## config.mk

```make
export PLATFORM = sky130hd
export DESIGN_NAME = ascii_frame_crc_receiver
export DESIGN_NICKNAME = d
export VERILOG_FILES = /design/src/rtl/afcr_pkg.sv /design/src/rtl/ascii_frame_crc_receiver.sv
export VERILOG_INCLUDE_DIRS = /design/src /design/src/rtl
export SDC_FILE = /design/constraint.sdc
export NUM_CORES = 1
export LEC_CHECK = 0
export ABC_AREA = 1
export BUFFER_PORTS_ARGS = -buffer_cell sky130_fd_sc_hd__buf_2
export CELL_PAD_IN_SITES_DETAIL_PLACEMENT = 0
export CELL_PAD_IN_SITES_GLOBAL_PLACEMENT = 1
export CORE_AREA = 2 2 192 175
export DETAILED_ROUTE_END_ITERATION = 6
export DIE_AREA = 0 0 194 177
export PLACE_DENSITY = 0.87
export SLEW_MARGIN = 30
export SYNTH_ARGS = -nofsm -noshare
export SYNTH_HDL_FRONTEND = slang
export SYNTH_SLANG_ARGS = --single-unit
```

## constraint.sdc

```tcl
create_clock -name clk -period 3.2 [get_ports clk]
set_input_delay 0.96 -clock clk [delete_from_list [all_inputs] [get_ports clk]]
set_output_delay 0.96 -clock clk [all_outputs]
set_load 0.03 [all_outputs]
```

## src/rtl/ascii_frame_crc_receiver_assert.svh

```systemverilog
// Assertion macros for the ASCII frame receiver.
`ifndef ASCII_FRAME_CRC_RECEIVER_ASSERT_SVH
`define ASCII_FRAME_CRC_RECEIVER_ASSERT_SVH

// Same-cycle implication, checked outside reset.
`define AFCR_ASSERT_IMP(label, ante, cons) \
    label: assert property (@(posedge clk) disable iff (!rst_n) (ante) |-> (cons)) \
        else $error("afcr assertion failed");

// Next-cycle implication, checked outside reset.
`define AFCR_ASSERT_NEXT(label, ante, cons) \
    label: assert property (@(posedge clk) disable iff (!rst_n) (ante) |=> (cons)) \
        else $error("afcr assertion failed");

`endif

```

## src/rtl/afcr_pkg.sv

```systemverilog
// Shared types, constants and helper functions for the ASCII frame receiver.
package afcr_pkg;

    localparam int MAX_PAYLOAD = 32;
    localparam int PAY_CNT_W   = $clog2(MAX_PAYLOAD + 1);
    localparam int PAY_IDX_W   = (MAX_PAYLOAD > 1) ? $clog2(MAX_PAYLOAD) : 1;
    localparam logic [PAY_CNT_W-1:0] PAY_LIMIT = PAY_CNT_W'(MAX_PAYLOAD);

    localparam logic [7:0] CH_START   = 8'h3E;
    localparam logic [7:0] CH_PERIOD  = 8'h2E;
    localparam logic [7:0] CH_NEWLINE = 8'h0A;
    localparam logic [7:0] HEX_ZERO   = 8'h30;
    localparam logic [7:0] HEX_ALPHA  = 8'h41;

    localparam logic [15:0] CRC_POLY_REV = 16'hA6BC;
    localparam logic [15:0] CRC_XOROUT   = 16'hFFFF;

    typedef enum logic [2:0] {
        PH_HUNT,
        PH_HEADER,
        PH_DATA,
        PH_CHECK,
        PH_ENDNL,
        PH_DROP_PERIOD,
        PH_DROP_LEN,
        PH_DROP_LONG
    } phase_t;

    typedef enum logic [2:0] {
        ST_OK           = 3'd0,
        ST_NO_PERIOD    = 3'd1,
        ST_BAD_CSUM_LEN = 3'd2,
        ST_CRC_MISMATCH = 3'd3,
        ST_TOO_LONG     = 3'd4
    } status_t;

    // CRC-16/DNP, reflected, one byte per call
    function automatic logic [15:0] crc_byte(input logic [15:0] crc_in, input logic [7:0] b);
        logic [15:0] c;
        c = crc_in ^ {8'h00, b};
        for (int i = 0; i < 8; i++)
        begin
            c = c[0] ? ((c >> 1) ^ CRC_POLY_REV) : (c >> 1);
        end
        return c;
    endfunction

    // uppercase ASCII hex character for one nibble
    function automatic logic [7:0] hex_digit(input logic [3:0] nib);
        logic [7:0] r;
        if (nib < 4'd10)
        begin
            r = HEX_ZERO + {4'h0, nib};
        end
        else
        begin
            r = HEX_ALPHA + {4'h0, nib} - 8'd10;
        end
        return r;
    endfunction

endpackage

```

## src/rtl/ascii_frame_crc_receiver.sv

```systemverilog
// ASCII framed message receiver with CRC-16/DNP check and buffered payload.
//
// Input channel: rx_byte with rx_valid/rx_stall, one byte per request. Bytes
// outside a frame are dropped; '>' always starts a new frame. Header, payload
// and the CRC update are handled at the accept edge, so a byte is taken every
// cycle while no frame's results are being delivered.
// Output channel: res_valid/res_stall with status, header bytes, data_byte,
// data_valid and last, held in an output register. A good frame gives a
// header request then one request per payload byte; a bad frame gives a
// single status request. Accepting the closing newline starts the queue,
// which then loads the first result into the output register; the rest
// follow one per cycle while res_stall is low. While a frame's results are
// queued out rx_stall is high; a result waiting in the output register
// alone does not stall the input. A stall on the output holds that
// register and the queue; nothing is dropped.
// Config: cfg_valid/cfg_ready write ignore_crc, always ready; write only
// while idle. Reset clears the parser to hunting and empties the output.
`include "ascii_frame_crc_receiver_assert.svh"

module ascii_frame_crc_receiver
    import afcr_pkg::*;
(
    input  logic       clk,
    input  logic       rst_n,
    input  logic       rx_valid,
    output logic       rx_stall,
    input  logic [7:0] rx_byte,
    input  logic       cfg_valid,
    output logic       cfg_ready,
    input  logic       ignore_crc,
    output logic       res_valid,
    input  logic       res_stall,
    output logic [2:0] status,
    output logic [7:0] asc_version,
    output logic [7:0] app_version,
    output logic [7:0] command,
    output logic [7:0] data_byte,
    output logic       data_valid,
    output logic       last
);

    phase_t                 phase_reg, phase_next;
    logic [1:0]             header_count_reg, header_count_next;
    logic [15:0]            crc_reg, crc_next;
    logic [PAY_CNT_W-1:0]   payload_count_reg, payload_count_next;
    logic [2:0]             checksum_count_reg, checksum_count_next;
    logic                   mismatch_reg, mismatch_next;
    logic [23:0]            header_store_reg, header_store_next;
    logic                   ignore_crc_reg;
    logic [7:0]             payload_store_reg [MAX_PAYLOAD];

    logic                   job_active_reg, job_active_next;
    status_t                job_status_reg, job_status_next;
    logic [PAY_CNT_W-1:0]   job_idx_reg, job_idx_next;

    logic                   res_valid_reg, res_valid_next;
    status_t                res_status_reg, res_status_next;
    logic [23:0]            res_header_reg, res_header_next;
    logic [7:0]             res_data_reg, res_data_next;
    logic                   res_dv_reg, res_dv_next;
    logic                   res_last_reg, res_last_next;

    logic                   rx_acc;
    logic                   is_start, is_nl, is_period;
    logic                   store_we;
    logic                   job_start;
    status_t                job_status_new;
    logic [15:0]            crc_final;
    logic [3:0]             exp_nib;
    logic                   res_load;
    logic [PAY_CNT_W-1:0]   idx_m1;

    assign rx_stall  = job_active_reg;
    assign rx_acc    = rx_valid && !rx_stall;
    assign cfg_ready = 1'b1;

    assign is_start  = (rx_byte == CH_START);
    assign is_nl     = (rx_byte == CH_NEWLINE);
    assign is_period = (rx_byte == CH_PERIOD);

    assign crc_final = crc_reg ^ CRC_XOROUT;

    // checksum text is most significant nibble first
    always_comb
    begin
        case (checksum_count_reg[1:0])
            2'd0:    exp_nib = crc_final[15:12];
            2'd1:    exp_nib = crc_final[11:8];
            2'd2:    exp_nib = crc_final[7:4];
            default: exp_nib = crc_final[3:0];
        endcase
    end

    // parser next state
    always_comb
    begin
        phase_next = phase_reg;
        if (rx_acc)
        begin
            if (is_start)
            begin
                phase_next = PH_HEADER;
            end
            else
            begin
                case (phase_reg)
                    PH_HEADER:
                    begin
                        if (is_nl)
                            phase_next = PH_HUNT;
                        else if (is_period)
                            phase_next = PH_DROP_PERIOD;
                        else if (header_count_reg == 2'd2)
                            phase_next = PH_DATA;
                    end
                    PH_DATA:
                    begin
                        if (is_nl)
                            phase_next = PH_HUNT;
                        else if (is_period)
                            phase_next = PH_CHECK;
                        else if (payload_count_reg >= PAY_LIMIT)
                            phase_next = PH_DROP_LONG;
                    end
                    PH_CHECK:
                    begin
                        if (is_nl)
                            phase_next = PH_HUNT;
                        else if (checksum_count_reg == 3'd3)
                            phase_next = PH_ENDNL;
                    end
                    PH_ENDNL:
                    begin
                        phase_next = is_nl ? PH_HUNT : PH_DROP_LEN;
                    end
                    PH_DROP_PERIOD, PH_DROP_LEN, PH_DROP_LONG:
                    begin
                        if (is_nl)
                            phase_next = PH_HUNT;
                    end
                    default:
                    begin
                        phase_next = phase_reg;
                    end
                endcase
            end
        end
    end

    // parser datapath and result job launch
    always_comb
    begin
        header_count_next   = header_count_reg;
        crc_next            = crc_reg;
        payload_count_next  = payload_count_reg;
        checksum_count_next = checksum_count_reg;
        mismatch_next       = mismatch_reg;
        header_store_next   = header_store_reg;
        store_we            = 1'b0;
        job_start           = 1'b0;
        job_status_new      = ST_OK;
        if (rx_acc)
        begin
            if (is_start)
            begin
                header_count_next   = 2'd0;
                header_store_next   = 24'h0;
                payload_count_next  = '0;
                checksum_count_next = 3'd0;
                mismatch_next       = 1'b0;
                crc_next            = crc_byte(16'h0000, CH_START);
            end
            else
            begin
                case (phase_reg)
                    PH_HEADER:
                    begin
                        if (is_nl)
                        begin
                            job_start      = 1'b1;
                            job_status_new = ST_NO_PERIOD;
                        end
                        else if (!is_period)
                        begin
                            crc_next          = crc_byte(crc_reg, rx_byte);
                            header_store_next = {header_store_reg[15:0], rx_byte};
                            header_count_next = header_count_reg + 2'd1;
                        end
                    end
                    PH_DATA:
                    begin
                        if (is_nl)
                        begin
                            job_start      = 1'b1;
                            job_status_new = ST_NO_PERIOD;
                        end
                        else
                        begin
                            crc_next = crc_byte(crc_reg, rx_byte);
                            if (!is_period && (payload_count_reg < PAY_LIMIT))
                            begin
                                store_we           = 1'b1;
                                payload_count_next = payload_count_reg + 1'b1;
                            end
                        end
                    end
                    PH_CHECK:
                    begin
                        if (is_nl)
                        begin
                            job_start      = 1'b1;
                            job_status_new = ST_BAD_CSUM_LEN;
                        end
                        else
                        begin
                            if (rx_byte != hex_digit(exp_nib))
                                mismatch_next = 1'b1;
                            checksum_count_next = checksum_count_reg + 3'd1;
                        end
                    end
                    PH_ENDNL:
                    begin
                        if (is_nl)
                        begin
                            job_start      = 1'b1;
                            job_status_new = (mismatch_reg && !ignore_crc_reg) ?
                                             ST_CRC_MISMATCH : ST_OK;
                        end
                    end
                    PH_DROP_PERIOD:
                    begin
                        job_start      = is_nl;
                        job_status_new = ST_NO_PERIOD;
                    end
                    PH_DROP_LEN:
                    begin
                        job_start      = is_nl;
                        job_status_new = ST_BAD_CSUM_LEN;
                    end
                    PH_DROP_LONG:
                    begin
                        job_start      = is_nl;
                        job_status_new = ST_TOO_LONG;
                    end
                    default:
                    begin
                        job_start = 1'b0;
                    end
                endcase
            end
        end
    end

    // result queue: header request, then payload bytes, or one status request
    assign res_load = job_active_reg && (!res_valid_reg || !res_stall);
    assign idx_m1   = job_idx_reg - 1'b1;

    always_comb
    begin
        job_active_next = job_active_reg;
        job_status_next = job_status_reg;
        job_idx_next    = job_idx_reg;
        res_valid_next  = res_valid_reg && res_stall;
        res_status_next = res_status_reg;
        res_header_next = res_header_reg;
        res_data_next   = res_data_reg;
        res_dv_next     = res_dv_reg;
        res_last_next   = res_last_reg;
        if (job_start)
        begin
            job_active_next = 1'b1;
            job_status_next = job_status_new;
            job_idx_next    = '0;
        end
        else if (res_load)
        begin
            res_valid_next  = 1'b1;
            res_status_next = job_status_reg;
            if (job_status_reg != ST_OK)
            begin
                res_header_next = 24'h0;
                res_data_next   = 8'h00;
                res_dv_next     = 1'b0;
                res_last_next   = 1'b1;
                job_active_next = 1'b0;
            end
            else if (job_idx_reg == '0)
            begin
                res_header_next = header_store_reg;
                res_data_next   = 8'h00;
                res_dv_next     = 1'b0;
                res_last_next   = (payload_count_reg == '0);
                job_active_next = (payload_count_reg != '0);
                job_idx_next    = job_idx_reg + 1'b1;
            end
            else
            begin
                res_header_next = header_store_reg;
                res_data_next   = payload_store_reg[idx_m1[PAY_IDX_W-1:0]];
                res_dv_next     = 1'b1;
                res_last_next   = (job_idx_reg == payload_count_reg);
                job_active_next = (job_idx_reg != payload_count_reg);
                job_idx_next    = job_idx_reg + 1'b1;
            end
        end
    end

    always_ff @(posedge clk or negedge rst_n)
    begin
        if (!rst_n)
        begin
            phase_reg          <= PH_HUNT;
            header_count_reg   <= 2'd0;
            crc_reg            <= 16'h0000;
            payload_count_reg  <= '0;
            checksum_count_reg <= 3'd0;
            mismatch_reg       <= 1'b0;
            header_store_reg   <= 24'h0;
            ignore_crc_reg     <= 1'b0;
            job_active_reg     <= 1'b0;
            job_status_reg     <= ST_OK;
            job_idx_reg        <= '0;
            res_valid_reg      <= 1'b0;
        end
        else
        begin
            phase_reg          <= phase_next;
            header_count_reg   <= header_count_next;
            crc_reg            <= crc_next;
            payload_count_reg  <= payload_count_next;
            checksum_count_reg <= checksum_count_next;
            mismatch_reg       <= mismatch_next;
            header_store_reg   <= header_store_next;
            if (cfg_valid && cfg_ready)
                ignore_crc_reg <= ignore_crc;
            job_active_reg     <= job_active_next;
            job_status_reg     <= job_status_next;
            job_idx_reg        <= job_idx_next;
            res_valid_reg      <= res_valid_next;
        end
    end

    always_ff @(posedge clk)
    begin
        if (store_we)
            payload_store_reg[payload_count_reg[PAY_IDX_W-1:0]] <= rx_byte;
        res_status_reg <= res_status_next;
        res_header_reg <= res_header_next;
        res_data_reg   <= res_data_next;
        res_dv_reg     <= res_dv_next;
        res_last_reg   <= res_last_next;
    end

    assign res_valid   = res_valid_reg;
    assign status      = res_status_reg;
    assign asc_version = res_header_reg[23:16];
    assign app_version = res_header_reg[15:8];
    assign command     = res_header_reg[7:0];
    assign data_byte   = res_data_reg;
    assign data_valid  = res_dv_reg;
    assign last        = res_last_reg;

    `AFCR_ASSERT_IMP(a_status_is_last, res_valid && (status != ST_OK), last && !data_valid)
    `AFCR_ASSERT_IMP(a_job_idx_bound, job_active_reg, job_idx_reg <= payload_count_reg)
    `AFCR_ASSERT_NEXT(a_job_blocks_rx, job_start, rx_stall && job_active_reg)

endmodule
```

==> flow_summary.ini <==
[placement]
port_buffers = 52
dp_hpwl_mm = 26.41
dp_cells = 1929
gp_congestion = 0.8685

[yosys]
netlist.area_leader.share_pct = 55.04
synth-seq-cells = 360
synth_edf_count = 293
yosys_warnings = 0
synth_cell_types = 51
synthCells = 1441
async_flop_share_pct = 18.61
synth_area_leaders = edfxtp_1 55%, dfrtp_1 10%, nor2_1 6.2%, nand2_1 4.6%, o21ai_0 3.2%
ys_seq_area_share_pct = 65.53
avgSynthCellArea_um2 = 11.09
syn-num-nets = 1468
synth_ff_type = edfxtp_1
netlist_area_um2 = 15990
yosysTopAreaCell = edfxtp_1

[setup_path]
path_delay_family = simple AND/OR/NAND/NOR gates
endpoint_kind = flip-flop
cp-start-kind = input port
cp_cell_sequence = buf_2, nor2_1, nand3_1, inv_1, nand2_2, nand2_2, nor2_1, nand2_1, nor2_1, nand2_1, inv_2, nand2_1, buf_4, nor2_1
cp_common_cell = nor2_1
critPathMaxFanout = 8
slowest_stage = nor2_1
max_stage_delay_ns = 0.51
criticalPathCategory = in2reg
cp.arrival_ns = 2.88
crit_buf_inv = 4
required_ns = 3.35

[clock_network]
ctsLongestPathBuffers = 3
cts_buffers = 37
cts_root_buf = clkbuf_16
cts_setup_buffers = 0
postCtsResizedCells = 0
clock_latency_ns = 0.54
clk_pin_slew_ns = 0.06
htreeDepth = 2
clock-sinks = 360
cts_tree = done
postCtsHoldBufs = 0

[sta]
worstMarginPinSlew_ns = 0.6962
setup_viol = 0
timing.max_slew.rel_slack_pct = 53.42
fin_crit_ns = 2.730
max_freq_mhz = 366.3
rsz0062_at_grt = no
skew_ns = 0.02473
hold_viol_final = 0
period_share_pct = 85.31
slew_violations = 0
fin_tns_setup_ns = 0

[detailed_routing]
routedWlPerCell_um = 19.96
first_iter_violations = 1237
drc = 0
postRouteAntennaNets = 0
viasPerCell = 5.653
num_vias = 11290
drt-pass1-iter-count = 6
drt_wl_total_mm = 39.86

[cells_and_area]
fin_nets = 1573
seqCellArea_um2 = 10480
largest_reg_flops = 256
final_common_cell = edfxtp_1
area_delta_synth_final_pct = 15.19
fill_cells = 2614
multi_input_area_um2 = 4797
fin_util_pct = 56.70
layout-drive-gt1-share_pct = 14.29
fin_cells = 1997
final_cell_mix = 293 x edfxtp_1, 262 x nor2_1, 195 x nand2_1

[floorplan]
core-area_um2 = 32480
die_h_um = 177
num_rows = 63
start_util_pct = 49.22
die_area_um2 = 34340
die-width_um = 194
pin_count = 54

[global_route]
grt_pass1_wl_mm = 61.76
grt_use_total_pct = 23.28
grt_pass1_vias = 10773
grt_overflow = 0
grt_start_max_net_pins = 131
antenna_found_initial = 1

[power_and_ir_drop]
p_comb_share_pct = 29.2
p_sw_share_pct = 33.16
totalPowerFinal_mw = 14.10
p_leak_nw = 7.021
ir_worst_vdd_v = 0.0006888
p_int_mw = 9.422
p_switching_mw = 4.675
clkPwrFrac_pct = 30.8
power.density_nw_per_um2 = 765.6
seq_power_share_pct = 40.0

[hold_path]
hold_class = in2async

[run_status]
status = completed

[job]
drv_cap = 0
[path summary, 6_finish.rpt]
path                                                from                            endpoint  slack [ns]  depth (start not counted)
setup / recovery                              rx_byte[6]  payload_store_reg[21][3]$_DFFE_PP_        0.47                         14
hold / removal                                     rst_n    header_store_reg[16]$_DFFE_PN0P_        0.47                          1
setup reg to reg                phase_reg[2]$_DFFE_PN0P_  payload_store_reg[21][3]$_DFFE_PP_        0.63                         10
hold reg to reg            job_status_reg[2]$_DFFE_PN0P_                 status[2]$_DFFE_PP_        0.48                          0
max in group asynchronous                          rst_n          job_idx_reg[0]$_DFFE_PN0P_        2.03                          2
min in group clk           job_status_reg[2]$_DFFE_PN0P_                 status[2]$_DFFE_PP_        0.48                          0
[power groups by stage]
| stage | sequential (mW) | clock [mW] | combinational, mW |
|---|---|---|---|
| after floorplan | 5.66 | 0 | 3.10 |
| after global placement | 5.73 | 0 | 4.04 |
| after detailed placement | 5.74 | 0 | 4.07 |
| after CTS | 5.64 | 4.40 | 4.10 |
| after global routing | 5.68 | 4.59 | 4.67 |
| final | 5.64 | 4.34 | 4.11 |
[routing by layer]
metal	vias to the layer above	part of all wire [%]	track usage [%]
met3	75	7.8	4.230
li1	5279	-	-
met2	475	47	37.56
met5	-	0	0
met1	5461	43	32.66
met4	0	2.3	6.566
[Yosys cell counts, drive strengths merged, types with 2 or more instances]
master,n
edfxtp,293
nor2,263
nand2,211
inv,119
o21ai,104
nand3,70
dfrtp,67
clkbuf,44
o32ai,40
o22ai,29
xor2,25
mux2i,24
o211ai,24
o221ai,24
buf,19
a21oi,13
ha,13
xnor2,12
nor3,11
nand4,9
nand3b,4
or2,4
clkinv,3
a211oi,2
nor4,2
o2111ai,2
o21a,2
[kinds of logic (layout without fill, tap and decap cells)]
family	after synthesis	after routing	share of synthesized area, %
and+or+nand+nor	575	575	15.03
DFF	360	360	65.53
AOI/OAI and AO/OA	246	246	10.05
buffers and inverters	185	318	4.634
xor gates and xnor gates	37	37	2.215
muxes	24	24	1.503
adders and majority gates	13	13	1.018
other	1	2	0.02346
[final cells by class]
type / instances / share of cell area [%]
well taps: 422 / 2.867
clock buffers: 45 / 5.246
flip-flops and latches: 360 / 56.91
multi-input cells: 896 / 26.05
clock inverters: 22 / 1.434
repair buffers: 129 / 4.960
inverters: 122 / 2.521
diodes: 1 / 0.01359
[per-stage QoR]
stage,cell area [um2],hold WS (ns),setup WS (ns)
detailed placement,17180,0.4694,-0.01504
CTS,18410,0.4782,0.5181
finish,18410,0.4726,0.4700
global route,18410,0.4996,0.3298
floorplan,15990,0.4420,0.4287
global placement,17180,0.4626,0.07910
Power figures use the tool's default switching activity.
